==> config.mk <==
export PLATFORM = sky130hd
export DESIGN_NAME = sgcb_div
export DESIGN_NICKNAME = d
export VERILOG_FILES = /design/src/design/sgcb_pkg.sv /design/src/design/sgcb_div.sv
export SDC_FILE = /design/constraint.sdc
export NUM_CORES = 1
export LEC_CHECK = 0
export BUFFER_PORTS_ARGS = -buffer_cell sky130_fd_sc_hd__buf_2
export CAP_MARGIN = 20
export CORE_MARGIN = 2
export CORE_UTILIZATION = 40
export CTS_BUF_LIST = sky130_fd_sc_hd__clkbuf_16
export DETAILED_ROUTE_END_ITERATION = 16
export GPL_ROUTABILITY_DRIVEN = 1
export GPL_TIMING_DRIVEN = 0
export PLACE_DENSITY = 0.58
export SLEW_MARGIN = 15
export SYNTH_ARGS = -nofsm -noshare
export SYNTH_HDL_FRONTEND = slang
export SYNTH_SLANG_ARGS = --single-unit
==> constraint.sdc <==
create_clock -name clk_i -period 3.85 [get_ports clk_i]
set_input_delay 0.385 -clock clk_i [delete_from_list [all_inputs] [get_ports clk_i]]
set_output_delay 0.385 -clock clk_i [all_outputs]
set_load 0.01 [all_outputs]
==> src/design/sgcb_pkg.sv <==
`default_nettype none

package sgcb_pkg;

  localparam int CW     = 4;   // row / column number
  localparam int NW     = 5;   // grid size register
  localparam int IDXW   = 8;
  localparam int TAGW   = 16;
  localparam int CRDW   = 16;
  localparam int PW     = 40;  // product, quotient and crossing value
  localparam int DVW    = 17;  // endpoint difference
  localparam int MAXRES = 64;
  localparam int RESW   = 7;
  localparam int KW     = 6;
  localparam int NCAND  = 3;
  localparam logic [TAGW-1:0] NO_SEGMENT = 16'hFFFF;

  localparam logic [1:0] REG_ORIGIN_X = 2'd0;
  localparam logic [1:0] REG_ORIGIN_Y = 2'd1;
  localparam logic [1:0] REG_COLUMNS  = 2'd2;
  localparam logic [1:0] REG_ROWS     = 2'd3;

  typedef struct packed {
    logic signed [CRDW-1:0] start_x;
    logic signed [CRDW-1:0] start_y;
    logic signed [CRDW-1:0] end_x;
    logic signed [CRDW-1:0] end_y;
    logic [TAGW-1:0]        segment_id;
  } in_t;

  typedef struct packed {
    logic [IDXW-1:0] cell_index;
    logic [TAGW-1:0] segment_tag;
    logic            endpoint_outside;
    logic            last_cell;
  } out_t;

  typedef enum logic [3:0] {
    ST_IDLE, ST_PREP, ST_FLAG, ST_ADD_RD, ST_ADD_CMP, ST_LOOP,
    ST_MUL, ST_DIV, ST_CROSS, ST_OUT_RD, ST_OUT_LOAD
  } state_e;

  typedef enum logic {PH_COLS, PH_ROWS} phase_e;

  function automatic logic [IDXW-1:0] cell_idx(logic [CW-1:0] col, logic [CW-1:0] row,
                                                logic [NW-1:0] n);
    logic [8:0] t;
    t = 9'(row) * 9'(n) + 9'(col);
    return t[IDXW-1:0];
  endfunction

  function automatic logic outside(logic signed [DVW-1:0] b, logic [NW-1:0] n);
    return b[DVW-1] || (b >= $signed({12'd0, n}));
  endfunction

  function automatic logic [NW-1:0] clamp_size(logic [NW-1:0] v, logic [NW-1:0] hi);
    logic [NW-1:0] s;
    s = (v == '0) ? NW'(1) : v;
    return (s > hi) ? hi : s;
  endfunction

endpackage

`default_nettype wire

==> src/design/sgcb_div.sv <==
`default_nettype none

module sgcb_div (
  input  wire logic                             clk_i,
  input  wire logic                             rst_ni,
  input  wire logic                             start_i,
  input  wire logic signed [sgcb_pkg::PW-1:0]   dividend_i,
  input  wire logic signed [sgcb_pkg::DVW-1:0]  divisor_i,
  output logic                                  done_o,
  output logic signed [sgcb_pkg::PW-1:0]        quotient_o
);
  import sgcb_pkg::*;

  logic          busy_q, busy_d, done_q, done_d, neg_q, neg_d;
  logic [5:0]    cnt_q, cnt_d;
  logic [PW-1:0] quo_q, quo_d;
  logic [DVW:0]  rem_q, rem_d, rem_sh;
  logic [DVW-1:0] dvs_q, dvs_d;

  always_comb begin
    busy_d = busy_q;
    done_d = 1'b0;
    cnt_d  = cnt_q;
    quo_d  = quo_q;
    rem_d  = rem_q;
    dvs_d  = dvs_q;
    neg_d  = neg_q;
    rem_sh = {rem_q[DVW-1:0], quo_q[PW-1]};
    if (start_i) begin
      busy_d = 1'b1;
      cnt_d  = 6'(PW);
      quo_d  = dividend_i[PW-1] ? PW'(-dividend_i) : PW'(dividend_i);
      dvs_d  = divisor_i[DVW-1] ? DVW'(-divisor_i) : DVW'(divisor_i);
      neg_d  = dividend_i[PW-1] ^ divisor_i[DVW-1];
      rem_d  = '0;
    end else if (busy_q) begin
      if (rem_sh >= {1'b0, dvs_q}) begin
        rem_d = rem_sh - {1'b0, dvs_q};
        quo_d = {quo_q[PW-2:0], 1'b1};
      end else begin
        rem_d = rem_sh;
        quo_d = {quo_q[PW-2:0], 1'b0};
      end
      cnt_d = cnt_q - 6'd1;
      if (cnt_q == 6'd1) begin
        busy_d = 1'b0;
        done_d = 1'b1;
      end
    end
  end

  always_ff @(posedge clk_i or negedge rst_ni) begin
    if (!rst_ni) begin
      busy_q <= 1'b0;
      done_q <= 1'b0;
      cnt_q  <= '0;
    end else begin
      busy_q <= busy_d;
      done_q <= done_d;
      cnt_q  <= cnt_d;
    end
  end

  always_ff @(posedge clk_i) begin
    quo_q <= quo_d;
    rem_q <= rem_d;
    dvs_q <= dvs_d;
    neg_q <= neg_d;
  end

  assign done_o     = done_q;
  assign quotient_o = neg_q ? $signed(-quo_q) : $signed(quo_q);

endmodule

`default_nettype wire

==> summary.txt, run 1 <==
Synthesis
  – Syn_nets: 757
  – Simple logic cell fraction of the synthesized area: 17.6%
  – Post-synthesis area per instance: 9.03 sq um
  – Main synth FF type: edfxtp_1
  – Cell taking the most area after synthesis: edfxtp_1
  – Mux cell area share after synthesis: 0.494%
  – Synth unique cells: 62
  – Async SR Flop Fraction: 9.64%
  – Synthesized-area fraction occupied by adder cells: 4.85%
  – Synth Register Bits: 83
  – Post-synth top area share: 28.6%
  – Yosys warns: 0
  – Synth Area in Compound Gates: 20.1%
  – Seq/Total Area, Yosys: 37.5%
  – Synth top area cells: edfxtp_1 (29%), xnor2_1 (9.1%), xor2_1 (6.3%)
  – Xor/xnor share of the synthesized area: 15.4%
  – Cells after synthesis: 674
  – Number of synthesized flops with an enable pin: 58
  – Main combinational cell family by area after synthesis: compound AO/OA/AOI/OAI gates
  – Mapped Area: 6080 sq um

Critical path
  – WS Path Type: flop to primary output
  – Critical path required time: 3.46 ns
  – Max incr delay on CP: 0.56 ns
  – Crit path cell chain: or4_4 > nor4_4 > nand3_2 > or2_1 > or4_4 > o41ai_4 > xnor2_1 > buf_2
  – Crit path DAT: 3.20 ns
  – Slowest-stage cell, CP: or4_4
  – Endpoint class of the critical path: primary output
  – Most used cell, CP: or4_4
  – Startpoint Class: flop
  – Worst Path Max Fanout: 6

STA
  – Final setup violating endpoints: 0
  – Max Freq: 279 MHz
  – Fin crit share: 93.1%
  – Clock period minus worst slack: 3.58 ns
  – Slew HR: 33.3%
  – TNS Setup: 0 ns
  – Setup ws final: 0.266 ns
  – Final Hold Viols: 0
  – Final Skew: 0.00563 ns
  – Worst-margin pin slew: 0.992 ns
  – RSZ-0062 raised after global routing: no
  – Max-slew violations: 0

Min path
  – Hold Crit Class: primary input to flop

Detailed routing
  – 1st-pass router iterations: 5
  – Final WL: 16000 um
  – Vias: 5409
  – Drt wl/cell: 16.4 um
  – Routed Antenna Nets: 0
  – Routed vias/inst: 5.53
  – Drc violations: 0
  – Initial DRC Count: 395

GRT
  – GRT overflow: 0
  – First-pass GRT wire length: 25700 um
  – Vias in the first global route: 5080
  – GRT Total Usage: 19.7%
  – Initial antenna violation count: 0
  – Largest net degree at the start of global routing: 34

Flow run
  – Max-Cap Viols: 0

Clocking
  – CTS H-tree lvls: 3
  – CTS sink count: 83
  – Post_cts resized: 0
  – TritonCTS buffer count: 9
  – Clk Latency, worst-skew pair: 0.34 ns
  – Clk root buf: clkbuf_16
  – Clock tree buffer depth: 2
  – Post-CTS Setup Inserts: 0
  – Hold-fix buffers, CTS: 1
  – CTS tree: yes
  – Worst-path clk slew: 0.06 ns

Floorplan
  – Die Wd: 127 um
  – Standard-cell rows: 45
  – Core area: 15000 sq um
  – Die ar.: 16200 sq um
  – Starting Density: 40.5%
  – Die height: 127 um
  – I/O pin cnt: 101

Placed design
  – Post-placement setup slack: 0.422 ns
  – Hpwl dp: 12500 um
  – Buffers added on ports: 98
  – Gpl congestion: 0.870

Cells and area
  – ANT cells: 0
  – Final #Nets: 868
  – Share of layout cells above drive strength 1: 17.1%
  – Area growth syn-to-layout: 17.5%

Power
  – Power per cell area: 377 nW/um^2
  – Worst VDD drop: 0.000203 V
  – Leak pwr: 2.82 nW

Status
  – Status: completed
metal layers:
metal  vias up  routed length [um]  part of all wire, %  track usage [%]
met5         -                   0                    0                0
met4         0                 206                  1.3             5.62
met3        15                 824                  5.1             2.55
met2       148                7240                   45             30.7
met1      2561                7780                   48             28.9
li1       2685                   -                    -                -
worst paths after layout:
kind | start | endpoint | slack, ns | cells after the start
setup / recovery | quo_q[11] | quotient_o[34] | 0.27 | 8
hold / removal | divisor_i[0] | dvs_q[0] | 0.28 | 1
setup reg to reg | quo_q[39] | quo_q[0] | 0.42 | 10
hold reg to reg | rem_q[4] | rem_q[4] | 0.49 | 2
max in group asynchronous | rst_ni | cnt_q[3] | 3.24 | 2
min in group asynchronous | rst_ni | done_o | 0.43 | 2
where the power goes:
part	switching, W	total, W	internal (W)
sequential	0.0000987	0.00116	0.00106
clock	0.000357	0.000872	0.000515
combinational	0.000373	0.000664	0.000291
total	0.000829	0.00269	0.00187
sequential cells by signal, indices dropped and copies added (netlist names):
signal	cells
cnt_q	6
busy_q	1
rem_q	17
done_o	1
neg_q	1
quo_q	40
dvs_q	17
cells by family (layout without fill, tap and decap cells):
group,count (synthesis),count (layout)
muxes,3,3
AOI/OAI and AO/OA,183,183
and+or+nand+nor,211,211
buffers and inverters,64,180
xor gates and xnor gates,107,107
DFF,83,83
adders and majority gates,23,23
layout by cell type (no fill, tap or decap), drive strengths merged, types with 2 or more instances in the layout:
cell / n
a211oi: 9
a21o: 7
a21oi: 53
a31oi: 3
a32oi: 8
a41oi: 2
and2: 4
buf: 103
clkbuf: 41
clkinv: 3
dfrtp: 8
dfxtp: 17
edfxtp: 58
ha: 22
inv: 32
mux2i: 3
nand2: 54
nand2b: 11
nand3: 10
nand4: 3
nor2: 64
nor2b: 3
nor3: 13
nor4: 8
o211ai: 2
o21ai: 42
o21bai: 2
o311ai: 2
o31ai: 30
o41ai: 15
or2: 6
or3: 13
or4: 14
xnor2: 63
xor2: 44
metrics by stage:
step	hold slack, ns	utilization, %	std cells	instance area [sq um]	power [W]
floorplan	0.0894	-	674	6080	0.00158
global placement	0.233	45.3	960	6810	0.00182
global route	0.279	47.5	978	7150	0.00284
CTS	0.264	47.5	978	7150	0.00272
finish	0.279	47.5	978	7150	0.00269
detailed placement	0.242	45.4	961	6830	0.00184
cell type report:
type                       count  area [sq um]
fill                        1447          7890
timing repair buffer         100           520
clock inverter                 5          32.5
sequential                    83          2280
inverter                      30           113
multi-input combinational    527          3560
buffer                        34           133
clock buffer                  11           275
tap                          188           235
cells in the mapped netlist (3+ instances only):
cell,count
nand4_1,3
or4_4,3
o41ai_1,13
or4_1,11
nor3_1,13
clkbuf_1,30
nand2_1,54
xnor2_1,63
a31oi_1,3
or3_1,13
o21ai_1,6
and2_1,4
or2_2,3
o31ai_1,28
nor2b_1,3
o21ai_0,36
a32oi_1,8
dfxtp_1,17
a21o_1,7
nand3_1,9
nor4_1,5
xor2_1,44
a21oi_1,53
inv_1,30
nor2_1,64
or2_1,3
edfxtp_1,58
nand2b_1,11
mux2i_1,3
ha_1,22
a211oi_1,9
dfrtp_1,8
worst max-delay path: cells and delay by family, from the launching register on:
kind            cells  cell delay, ns
buf+inv             1            0.15
xor+xnor            1            0.15
flops               1            0.49
compound gates      1            0.24
simple gates        5            1.81
Note: power is estimated with default switching activity, not from simulation.
==> run 2, diff against run 1 <==
--- a/config.mk
+++ b/config.mk
@@ -13,6 +13,7 @@
 export DETAILED_ROUTE_END_ITERATION = 16
 export GPL_ROUTABILITY_DRIVEN = 1
 export GPL_TIMING_DRIVEN = 0
+export MAX_ROUTING_LAYER = met4
 export PLACE_DENSITY = 0.58
 export SLEW_MARGIN = 15
 export SYNTH_ARGS = -nofsm -noshare
==> summary.txt, run 2 (synthesized netlist as in run 1, its figures left out) <==
Status
  – Status: completed (unchanged)

STA
  – TNS Setup: 0 ns (unchanged)
  – Worst-margin pin slew: 0.979 ns (was 0.992 ns)
  – Slew HR: 34.1% (was 33.3%)
  – Fin crit share: 92.4% (was 93.1%)
  – Final Hold Viols: 0 (unchanged)
  – Clock period minus worst slack: 3.56 ns (was 3.58 ns)
  – Final Skew: 0.00447 ns (was 0.00563 ns)
  – Max Freq: 281 MHz (was 279 MHz)
  – Max-slew violations: 0 (unchanged)
  – RSZ-0062 raised after global routing: no (unchanged)
  – Final setup violating endpoints: 0 (unchanged)

Clocking
  – Clk root buf: clkbuf_16 (unchanged)
  – CTS tree: yes (unchanged)
  – Post_cts resized: 0 (unchanged)
  – TritonCTS buffer count: 9 (unchanged)
  – CTS sink count: 83 (unchanged)
  – CTS H-tree lvls: 3 (unchanged)
  – Clk Latency, worst-skew pair: 0.33 ns (was 0.34 ns)
  – Worst-path clk slew: 0.06 ns (about the same)
  – Clock tree buffer depth: 2 (unchanged)

Critical path
  – Critical path required time: 3.46 ns (about the same)
  – Worst Path Max Fanout: 6 (unchanged)
  – Startpoint Class: flop (unchanged)
  – Max incr delay on CP: 0.48 ns (was 0.56 ns)
  – WS Path Type: flop to primary output (unchanged)
  – Slowest-stage cell, CP: or4_4 (unchanged)
  – Endpoint class of the critical path: primary output (unchanged)
  – Crit path cell chain: or3_1 > nor4_2 > nand3_2 > or2_1 > or4_4 > o41ai_4 > xnor2_1 > buf_2 (was or4_4 > nor4_4 > nand3_2 > or2_1 > or4_4 > o41ai_4 > xnor2_1 > buf_2)
  – Crit path DAT: 3.17 ns (was 3.20 ns)

Floorplan
  – Die ar.: 16200 sq um (unchanged)
  – Die height: 127 um (unchanged)
  – Die Wd: 127 um (unchanged)
  – Core area: 15000 sq um (unchanged)
  – I/O pin cnt: 101 (unchanged)
  – Starting Density: 40.5% (unchanged)
  – Standard-cell rows: 45 (unchanged)

GRT
  – First-pass GRT wire length: 26100 um (was 25700 um)
  – Largest net degree at the start of global routing: 34 (unchanged)
  – GRT overflow: 0 (unchanged)
  – Initial antenna violation count: 0 (unchanged)
  – Vias in the first global route: 5283 (was 5080)
  – GRT Total Usage: 20.5% (was 19.7%)

Detailed routing
  – Routed Antenna Nets: 0 (unchanged)
  – Drc violations: 0 (unchanged)
  – Vias: 5404 (was 5409)
  – 1st-pass router iterations: 5 (unchanged)
  – Drt wl/cell: 16.6 um (was 16.4 um)
  – Initial DRC Count: 411 (was 395)
  – Routed vias/inst: 5.53 (about the same)
  – Final WL: 16300 um (was 16000 um)

Cells and area
  – Top reg by flops: quo_q (unchanged)
  – Share of layout cells above drive strength 1: 17.2% (was 17.1%)
  – Final #Nets: 868 (unchanged)
  – ANT cells: 0 (unchanged)
  – Area growth syn-to-layout: 16.8% (was 17.5%)
  – Commonest non-fill, non-tap cell in the layout: buf_2 (unchanged)
  – Max FFs per register: 40 (unchanged)
  – Most frequent cells in the layout: buf_2 (99), nor2_1 (64), xnor2_1 (63) (unchanged)
  – Regs by FF count: quo_q x40, dvs_q x17, rem_q x17 (unchanged)
  – Cell area after layout: 7110 sq um (was 7150 sq um)

Placed design
  – Buffers added on ports: 98 (unchanged)
  – Gpl congestion: 0.881 (was 0.870)
  – Hpwl dp: 12700 um (was 12500 um)
  – DP Area: 6830 sq um (unchanged)

Flow run
  – Max-Cap Viols: 0 (unchanged)

Power
  – Power per cell area: 368 nW/um^2 (was 377 nW/um^2)
  – Leak pwr: 2.81 nW (was 2.82 nW)
  – Worst VDD drop: 0.000252 V (was 0.000203 V)

Min path
  – Hold Crit Class: primary input to flop (unchanged)
-- run 2: changes by cell type in the layout (fill, tap and decap cells not counted), sizes merged --
cell	delta
clkbuf	-2
inv	+2
-- run 2: critical path, delay by kind of cell, from the launching register on --
family,cells,cell delay [ns]
and+or+nand+nor,5,1.87
DFF,1,0.43
AOI/OAI and AO/OA,1,0.24
xor gates and xnor gates,1,0.15
buffers and inverters,1,0.15
-- run 2: repair_timing --
action                    4_1_cts  5_1_grt
hold buffers                    1        0
hold endpoints to repair        8        0
setup buffers                   0        0
-- run 2: report_power, final --
part           internal (W)  switching, W
logic              0.000291      0.000374
registers           0.00106      0.000100
clock network      0.000435      0.000357
total               0.00179      0.000831
-- run 2: path summary, 6_finish.rpt --
| path | startpoint | to | slack, ns | cells after the start |
|---|---|---|---|---|
| min | divisor_i[0] | dvs_q[0] | 0.28 | 1 |
| max reg2reg | quo_q[39] | rem_q[14] | 0.35 | 11 |
| max in group asynchronous | rst_ni | cnt_q[1] | 3.24 | 2 |
| min reg2reg | rem_q[3] | rem_q[3] | 0.50 | 2 |
| min in group asynchronous | rst_ni | cnt_q[0] | 0.44 | 2 |
| max | quo_q[5] | quotient_o[34] | 0.29 | 8 |
-- run 2: metrics by stage --
stage	utilization [%]	instances	hold slack [ns]	worst slack [ns]	power, W
after global placement	45.3	960	0.234	0.365	0.00182
after CTS	47.3	978	0.269	0.287	0.00263
after global routing	47.3	978	0.282	0.0894	0.00275
final	47.3	978	0.283	0.292	0.00262
after detailed placement	45.4	961	0.239	0.403	0.00184
after floorplan	-	674	0.0894	0.969	0.00158
-- run 2: layer usage --
layer | track usage, % | wire (um) | vias to the layer above
met5 | - | 0 | -
li1 | - | - | 2683
met3 | 2.05 | 771 | 17
met4 | 5.69 | 236 | 0
met2 | 31.9 | 7330 | 147
met1 | 28.8 | 7930 | 2557
-- run 2: layout make-up --
type | instances | area, sq um
flip-flops and latches | 83 | 2280
multi-input cells | 527 | 3560
inverters | 30 | 113
repair buffers | 100 | 520
fillers | 1469 | 7930
clock buffers | 9 | 225
plain buffers | 34 | 133
well taps | 188 | 235
clock inverters | 7 | 40.0
